<file path="config.mk">
export PLATFORM = sky130hd
export DESIGN_NAME = distance_vector_route_table_core
export DESIGN_NICKNAME = d
export VERILOG_FILES = /design/src/sv/dvrt_pkg.sv /design/src/sv/dvrt_alu.sv /design/src/sv/distance_vector_route_table_core.sv
export SDC_FILE = /design/constraint.sdc
export NUM_CORES = 2
export LEC_CHECK = 0
export BUFFER_PORTS_ARGS = -buffer_cell sky130_fd_sc_hd__buf_2
export CAP_MARGIN = 20
export CORE_ASPECT_RATIO = 1.25
export CORE_MARGIN = 4
export CORE_UTILIZATION = 40
export DETAILED_ROUTE_END_ITERATION = 8
export PLACE_DENSITY_LB_ADDON = 0.05
export SLEW_MARGIN = 30
export SYNTH_ARGS = -nofsm -noshare
export SYNTH_HDL_FRONTEND = slang
export SYNTH_SLANG_ARGS = --single-unit
</file>
<file path="constraint.sdc">
create_clock -name clk -period 10.85 [get_ports clk]
set_input_delay 2.17 -clock clk [delete_from_list [all_inputs] [get_ports clk]]
set_output_delay 2.17 -clock clk [all_outputs]
set_load 0.03 [all_outputs]
</file>
<file path="src/sv/dvrt_pkg.sv">
// Shared types and constants for the distance-vector route table.
`timescale 1ns / 1ps
`default_nettype none
package dvrt_pkg;
  localparam int CW = 24;

  typedef enum logic [2:0] {
    OP_ADD   = 3'd0,
    OP_CHG   = 3'd1,
    OP_ADV   = 3'd2,
    OP_HEARD = 3'd3,
    OP_CHECK = 3'd4,
    OP_DUMP  = 3'd5,
    OP_NOP6  = 3'd6,
    OP_NOP7  = 3'd7
  } op_t;

  localparam logic REG_MY_NODE = 1'b0;
  localparam logic REG_TIMEOUT = 1'b1;
endpackage
`default_nettype wire

</file>
<file path="src/sv/dvrt_alu.sv">
// Shared cost unit: x - y + z, floored at zero and saturated at infinity.
`timescale 1ns / 1ps
`default_nettype none
module dvrt_alu import dvrt_pkg::*; #(
  parameter int COST_INF = 10000000
) (
  input  wire logic [CW-1:0] x,
  input  wire logic [CW-1:0] y,
  input  wire logic [CW-1:0] z,
  output logic      [CW-1:0] res
);
  logic signed [CW+1:0] s;

  always_comb begin
    s = $signed({2'b00, x}) - $signed({2'b00, y}) + $signed({2'b00, z});
    if (s[CW+1]) begin
      res = '0;
    end else if (s > $signed((CW+2)'(COST_INF))) begin
      res = CW'(COST_INF);
    end else begin
      res = s[CW-1:0];
    end
  end
endmodule
`default_nettype wire

</file>
<file path="src/sv/distance_vector_route_table_core.sv">
// Distance-vector route table: sequencer, tables and result register.
//
//  channel | signals                                   | role
//  in      | in_valid in_ready opcode node_a node_b cost now | opcode items
//  out     | out_valid out_ready dest next_node route_cost present link_up links_down last
//  cfg     | cfg_we cfg_index cfg_data                 | my_node, down_timeout
//
// Change cost and check step one table entry a cycle through their passes;
// change cost and advert use the shared cost unit, dump returns one entry per
// result taken. One item at a time: in_ready is low until the last
// result is taken. Reset clears flags and state; tables hold no reset.
`timescale 1ns / 1ps
`default_nettype none
module distance_vector_route_table_core import dvrt_pkg::*; #(
  parameter int NODES      = 16,
  parameter int COST_INF   = 10000000,
  parameter int CLOCK_BITS = 16
) (
  input  wire logic          clk,
  input  wire logic          rst,
  input  wire logic          in_valid,
  output logic               in_ready,
  input  wire logic [2:0]    opcode,
  input  wire logic [3:0]    node_a,
  input  wire logic [3:0]    node_b,
  input  wire logic [CW-1:0] cost,
  input  wire logic [15:0]   now,
  output logic               out_valid,
  input  wire logic          out_ready,
  output logic [3:0]         dest,
  output logic [4:0]         next_node,
  output logic [CW-1:0]      route_cost,
  output logic               present,
  output logic               link_up,
  output logic [4:0]         links_down,
  output logic               last,
  input  wire logic          cfg_we,
  input  wire logic          cfg_index,
  input  wire logic [7:0]    cfg_data
);
  localparam int IW = (NODES > 1) ? $clog2(NODES) : 1;
  localparam int HW = $clog2(NODES + 1);
  localparam int DUMP_N = (NODES < 16) ? NODES : 16;
  localparam logic [HW-1:0] NO_HOP = HW'(NODES);
  localparam logic [CW-1:0] INF = CW'(COST_INF);
  localparam logic [IW-1:0] LAST_IDX = IW'(NODES - 1);
  localparam logic [IW-1:0] LAST_DUMP = IW'(DUMP_N - 1);

  typedef enum logic [3:0] {
    S_IDLE, S_EXEC, S_ADD2, S_ADV, S_CHG, S_CHK1, S_CHK2, S_DUMP, S_RESP
  } state_t;

  state_t state;
  logic [3:0] my_node;
  logic [7:0] down_timeout;
  op_t op_r;
  logic [IW-1:0] a_r, b_r, idx;
  logic a_ok, b_ok;
  logic [CW-1:0] cost_r, prev, through;
  logic [CLOCK_BITS-1:0] now_r;
  logic [HW-1:0] down_cnt;
  logic up_r;
  logic [NODES-1:0] mask, rt_pres, is_nb, heard, down_f;

  logic [HW-1:0] rt_hop [NODES];
  logic [CW-1:0] rt_met [NODES];
  logic [CW-1:0] nc_mem [NODES];
  logic [CLOCK_BITS-1:0] lh_mem [NODES];
  logic [CW-1:0] sc_mem [NODES];

  logic rt_we, nc_we, lh_we, sc_we;
  logic [HW-1:0] rt_hop_wd;
  logic [CW-1:0] rt_met_wd;
  logic [CW-1:0] ncur, cur_met, eff_met, alu_x, alu_y, alu_res, cost_c;
  logic [HW-1:0] cur_hop, eff_hop;
  logic [CLOCK_BITS-1:0] elapsed;
  logic a_is_my, b_is_my, timed_out, hop_masked;

  assign cost_c = (cost > INF) ? INF : cost;
  assign ncur = is_nb[idx] ? nc_mem[idx] : '0;
  assign cur_hop = rt_hop[idx];
  assign cur_met = rt_met[idx];
  assign eff_hop = rt_pres[idx] ? cur_hop : NO_HOP;
  assign eff_met = rt_pres[idx] ? cur_met : INF;
  assign a_is_my = (32'(a_r) == 32'(my_node));
  assign b_is_my = (32'(b_r) == 32'(my_node));
  assign elapsed = now_r - lh_mem[idx];
  assign timed_out = (32'(elapsed) >= 32'(down_timeout));
  assign hop_masked = (32'(cur_hop) < NODES) && mask[cur_hop[IW-1:0]];

  assign alu_x = (state == S_CHG) ? cur_met : ncur;
  assign alu_y = (state == S_CHG) ? prev : '0;

  dvrt_alu #(.COST_INF(COST_INF)) u_alu (
    .x(alu_x), .y(alu_y), .z(cost_r), .res(alu_res)
  );

  always_comb begin
    rt_we = 1'b0;
    rt_hop_wd = NO_HOP;
    rt_met_wd = INF;
    nc_we = 1'b0;
    lh_we = 1'b0;
    sc_we = 1'b0;
    case (state)
      S_EXEC: begin
        case (op_r)
          OP_ADD: begin
            if (a_ok && b_ok) begin
              if (a_is_my || b_is_my) begin
                nc_we = 1'b1;
                rt_we = 1'b1;
                rt_hop_wd = HW'(idx);
                rt_met_wd = cost_r;
              end else begin
                rt_we = !is_nb[idx];
              end
            end
          end
          OP_CHG: nc_we = a_ok;
          OP_HEARD: begin
            lh_we = a_ok;
            if (a_ok && down_f[idx]) begin
              rt_we = 1'b1;
              rt_hop_wd = HW'(idx);
              rt_met_wd = sc_mem[idx];
            end
          end
          default: ;
        endcase
      end
      S_ADD2: rt_we = !is_nb[idx];
      S_ADV: begin
        if (((through < eff_met) && !b_is_my) || (eff_hop == HW'(a_r))) begin
          rt_we = 1'b1;
          rt_hop_wd = HW'(a_r);
          rt_met_wd = through;
        end
      end
      S_CHG: begin
        if (rt_pres[idx] && cur_hop == HW'(a_r) && cur_met < INF) begin
          rt_we = 1'b1;
          rt_hop_wd = cur_hop;
          rt_met_wd = alu_res;
        end
      end
      S_CHK1: sc_we = heard[idx] && !down_f[idx] && timed_out;
      S_CHK2: rt_we = rt_pres[idx] && hop_masked;
      default: ;
    endcase
  end

  always_ff @(posedge clk) begin
    if (rt_we) begin
      rt_hop[idx] <= rt_hop_wd;
      rt_met[idx] <= rt_met_wd;
    end
    if (nc_we) nc_mem[idx] <= cost_r;
    if (lh_we) lh_mem[idx] <= now_r;
    if (sc_we) sc_mem[idx] <= ncur;
  end

  always_ff @(posedge clk) begin
    if (rst) begin
      state <= S_IDLE;
      my_node <= '0;
      down_timeout <= 8'd3;
      rt_pres <= '0;
      is_nb <= '0;
      heard <= '0;
      down_f <= '0;
      out_valid <= 1'b0;
    end else begin
      if (cfg_we) begin
        case (cfg_index)
          REG_MY_NODE: my_node <= cfg_data[3:0];
          REG_TIMEOUT: down_timeout <= cfg_data;
          default: ;
        endcase
      end
      if (rt_we) rt_pres[idx] <= 1'b1;
      case (state)
        S_IDLE: begin
          if (in_valid) begin
            op_r <= op_t'(opcode);
            a_r <= IW'(node_a);
            b_r <= IW'(node_b);
            a_ok <= (32'(node_a) < NODES);
            b_ok <= (32'(node_b) < NODES);
            cost_r <= cost_c;
            now_r <= CLOCK_BITS'(now);
            up_r <= 1'b0;
            down_cnt <= '0;
            mask <= '0;
            dest <= '0;
            next_node <= 5'(NO_HOP);
            route_cost <= '0;
            present <= 1'b0;
            last <= 1'b1;
            if (op_t'(opcode) == OP_ADD && node_a == my_node) idx <= IW'(node_b);
            else if (opcode == OP_ADD || opcode == OP_CHG || opcode == OP_ADV ||
                     opcode == OP_HEARD) idx <= IW'(node_a);
            else idx <= '0;
            if (opcode == OP_DUMP) state <= S_DUMP;
            else if (opcode == OP_CHECK) state <= S_CHK1;
            else state <= S_EXEC;
          end
        end
        S_EXEC: begin
          state <= S_RESP;
          out_valid <= 1'b1;
          case (op_r)
            OP_ADD: begin
              if (a_ok && b_ok) begin
                if (a_is_my || b_is_my) begin
                  is_nb[idx] <= 1'b1;
                end else begin
                  idx <= b_r;
                  state <= S_ADD2;
                  out_valid <= 1'b0;
                end
              end
            end
            OP_CHG: begin
              if (a_ok) begin
                prev <= ncur;
                is_nb[idx] <= 1'b1;
                idx <= '0;
                state <= S_CHG;
                out_valid <= 1'b0;
              end
            end
            OP_ADV: begin
              if (a_ok && b_ok) begin
                through <= alu_res;
                idx <= b_r;
                state <= S_ADV;
                out_valid <= 1'b0;
              end
            end
            OP_HEARD: begin
              if (a_ok) begin
                heard[idx] <= 1'b1;
                if (down_f[idx]) begin
                  down_f[idx] <= 1'b0;
                  up_r <= 1'b1;
                end
              end
            end
            default: ;
          endcase
        end
        S_ADD2, S_ADV: begin
          state <= S_RESP;
          out_valid <= 1'b1;
        end
        S_CHG: begin
          idx <= idx + 1'b1;
          if (idx == LAST_IDX) begin
            state <= S_RESP;
            out_valid <= 1'b1;
          end
        end
        S_CHK1: begin
          if (sc_we) begin
            down_f[idx] <= 1'b1;
            mask[idx] <= 1'b1;
            down_cnt <= down_cnt + 1'b1;
          end
          if (idx == LAST_IDX) begin
            idx <= '0;
            state <= S_CHK2;
          end else begin
            idx <= idx + 1'b1;
          end
        end
        S_CHK2: begin
          idx <= idx + 1'b1;
          if (idx == LAST_IDX) begin
            state <= S_RESP;
            out_valid <= 1'b1;
          end
        end
        S_DUMP: begin
          dest <= 4'(idx);
          next_node <= 5'(eff_hop);
          route_cost <= eff_met;
          present <= rt_pres[idx];
          last <= (idx == LAST_DUMP);
          state <= S_RESP;
          out_valid <= 1'b1;
        end
        S_RESP: begin
          if (out_ready) begin
            out_valid <= 1'b0;
            if (op_r == OP_DUMP && !last) begin
              idx <= idx + 1'b1;
              state <= S_DUMP;
            end else begin
              state <= S_IDLE;
            end
          end
        end
        default: state <= S_IDLE;
      endcase
    end
  end

  assign in_ready = (state == S_IDLE);
  assign link_up = (op_r == OP_DUMP) ? 1'b0 : up_r;
  assign links_down = (op_r == OP_DUMP) ? 5'd0 : 5'(down_cnt);
endmodule
`default_nettype wire
</file>
==> impl_metrics.toml <==
[sta]
min_period_ns = 8.98
setup_violations = 0
clock_skew_ns = 0.0346
max_slew_margin_pct = 33.0
maxSlewViolCount = 0
worstMarginPinSlew_ns = 1.01
tns_ns = 0
hold_viol_final = 0
fmax_mhz = 111
fin_crit_sh_pct = 82.8
grt_setup_unrepaired = "false"

[hold_path]
hold_depth = 2
min_path_type = "reg2reg"

[logic_synthesis]
ys_seq_area_share_pct = 71.3
synthFlopType = "edfxtp_1"
syn_inst = 3826
synthesis.area_sq_um = 71800
yosysUniqueCellTypes = 83
synthArstFlopShare_pct = 0
synth_fp_nets = 3994
syn_area_per_cell_sq_um = 18.8
ys_seq_elements = 1733
synth-edff-count = 1648
yosysWarnings = 0

[clocking]
post_cts_buffers = 0
cts.clk_slew.worst_paths_ns = 0.06
cts_resized = 0
clk_latency_ns = 0.83
cts.sinks = 1733
htreeDepth = 4
root_buffer = "clkbuf_16"
ctsHoldBuffers = 0
cts.path.max_buffers = 3
cts_made_buffers = 178
tritoncts = "built"

[worst_setup_path]
max_stage_delay_ns = 0.88
criticalPathCategory = "reg2reg"
cp_max_fo = 79
crit_path_frequent_cell = "a21oi_1"
reg2reg_depth = 25
worstSetupEndpointType = "flip-flop"
cp-start-kind = "flip-flop"
crit_slowest_cell = "dfxtp_4"
cp.required_ns = 11.23
critical_path_arrival_ns = 9.35

[layout]
final_common_cell = "edfxtp_1"
drive_gt1_share_pct = 26.5
nNetsFinal = 4269
multiInputGateArea_sq_um = 20100
postLayoutCoreUtil_pct = 46.1
fill_cells = 15100
seq_area_sq_um = 51200
area_growth_pct = 14.4
layout_common_cells = "edfxtp_1, mux4_2, nor2_1"

[global_routing]
grt_use_met2_pct = 35.7
grt_max_degree = 97
grt.overflow.total = 0
use_met3_pct = 3.61
antenna_found_initial = 22
first_global_vias = 38400
grt_use_total_pct = 22.1
grt_pass1_wl_mm = 294
grt_busiest_layer = "met2"
grt_use_met1_pct = 31.8

[placement]
finalWeightedCongestion = 0.852
hpwl_mm = 129
place.port_buffers = 107

[drt]
drt_wl_total_mm = 207
remaining_drc_errors = 0
ant_nets = 0
vias = 37700
drt_iter0_drc = 3435
wl_per_cell_um = 31.3
drt-pass1-iter-count = 6
viasPerCell = 5.69

[power_and_ir_drop]
ir_worst_vdd_mv = 0.344
p_leak_uw = 0.0263
powerDensity_nw_per_um2 = 263

[die]
initial_core_util_pct = 40.3
ios = 108
die_h_um = 482
die_area_sq_um = 186000
rows = 173
core_sq_um = 178000
fp.dieW_um = 387

[outcome]
status = "finished, final reports clean"

[run]
drv_cap = 0
cells by family (layout without fill, tap and decap cells):
family | count (synthesis) | count (layout) | synth area share, %
flip-flops | 1733 | 1733 | 71.3
AND/OR/NAND/NOR | 689 | 689 | 4.50
multiplexers | 541 | 541 | 15.9
AO/OA/AOI/OAI | 446 | 446 | 4.01
buffers and inverters | 241 | 664 | 1.55
adder cells (fa/ha/maj) | 103 | 103 | 1.83
XOR/XNOR | 73 | 73 | 0.901
other | 0 | 13 | 0
registers in the layout (all words and copies together) (netlist names), 24 cells and up, named ones only:
signal / count
cost_r: 24
lh_mem: 256
nc_mem: 384
prev: 24
route_cost: 24
rt_hop: 80
rt_met: 384
sc_mem: 384
through: 24
Yosys cell counts, types with 5 or more instances:
cell type,n,area share [%]
a211o_1,5,0.061
a211oi_1,15,0.16
a21boi_0,7,0.073
a21o_1,30,0.31
a21oi_1,113,0.79
a222oi_1,6,0.084
a22oi_1,24,0.25
a31oi_1,8,0.070
and2_1,68,0.59
and3_1,26,0.23
buf_1,28,0.15
buf_2,34,0.24
buf_4,19,0.20
clkbuf_1,89,0.47
dfxtp_1,85,2.4
edfxtp_1,1648,69
ha_1,100,1.7
inv_1,62,0.32
mux2_2,31,0.49
mux2i_1,38,0.53
mux4_1,17,0.62
mux4_2,455,14
nand2_1,140,0.73
nand2b_1,22,0.19
nand3_1,35,0.24
nand4_1,11,0.096
nor2_1,288,1.5
nor2b_1,21,0.18
nor3_1,30,0.21
nor3b_1,5,0.052
nor4_1,10,0.087
o211ai_1,15,0.16
o21a_1,36,0.38
o21ai_0,90,0.63
o21ai_1,27,0.19
o21ai_2,11,0.13
o21bai_1,11,0.12
o31ai_1,6,0.063
or2_2,7,0.061
or3_1,7,0.061
xnor2_1,41,0.50
xor2_1,31,0.38
power by group:
part	leakage, uW	switching [uW]	internal [uW]	total [uW]
logic	0.00796	4660	3080	7740
clock network	0.00269	2620	3290	5910
registers	0.0156	263	7670	7930
final cells by class:
| cell class | count | share of cell area [%] |
|---|---|---|
| multi-input cells | 1852 | 24.4 |
| clock inverters | 97 | 1.07 |
| repair buffers | 272 | 2.54 |
| flip-flops and latches | 1733 | 62.4 |
| clock buffers | 231 | 5.67 |
| well taps | 2362 | 3.60 |
| inverters | 64 | 0.293 |
| diodes | 13 | 0.0396 |
through the flow:
step	power (uW)	setup WS (ns)	instances	cell area [sq um]	hold WS, ns
after floorplan	13400	2.10	3826	71800	0.435
after global placement	15800	1.91	6267	76100	0.445
after detailed placement	15800	1.92	6279	76400	0.449
after CTS	21800	1.91	6607	81900	0.461
after global routing	22700	1.20	6613	82100	0.478
final	21600	1.87	6624	82100	0.460
worst max-delay path, delay by kind of cell, from the launching register on:
family | cells | cell delay (ns)
AOI/OAI and AO/OA | 10 | 2.79
xor gates and xnor gates | 1 | 0.14
adders and majority gates | 2 | 0.62
buffers and inverters | 2 | 0.73
DFF | 1 | 0.88
muxes | 3 | 1.22
and+or+nand+nor | 7 | 2.03
per-layer routing:
layer / wire length (um) / vias up
li1: - / 16100
met1: 92800 / 20200
met2: 99300 / 1040
met3: 10700 / 272
met4: 4180 / 6
met5: 45 / -
worst paths after layout:
check             slack, ns                          from                            to
setup / recovery       1.87                     flip-flop        rt_met[1][7]$_DFFE_PP_
hold / removal         0.46  down_timeout[4]$_SDFFE_PP0P_  down_timeout[4]$_SDFFE_PP0P_
setup reg to reg       1.87                     flip-flop        rt_met[1][7]$_DFFE_PP_
hold reg to reg        0.46  down_timeout[4]$_SDFFE_PP0P_  down_timeout[4]$_SDFFE_PP0P_
Power figures use the tool's default switching activity.
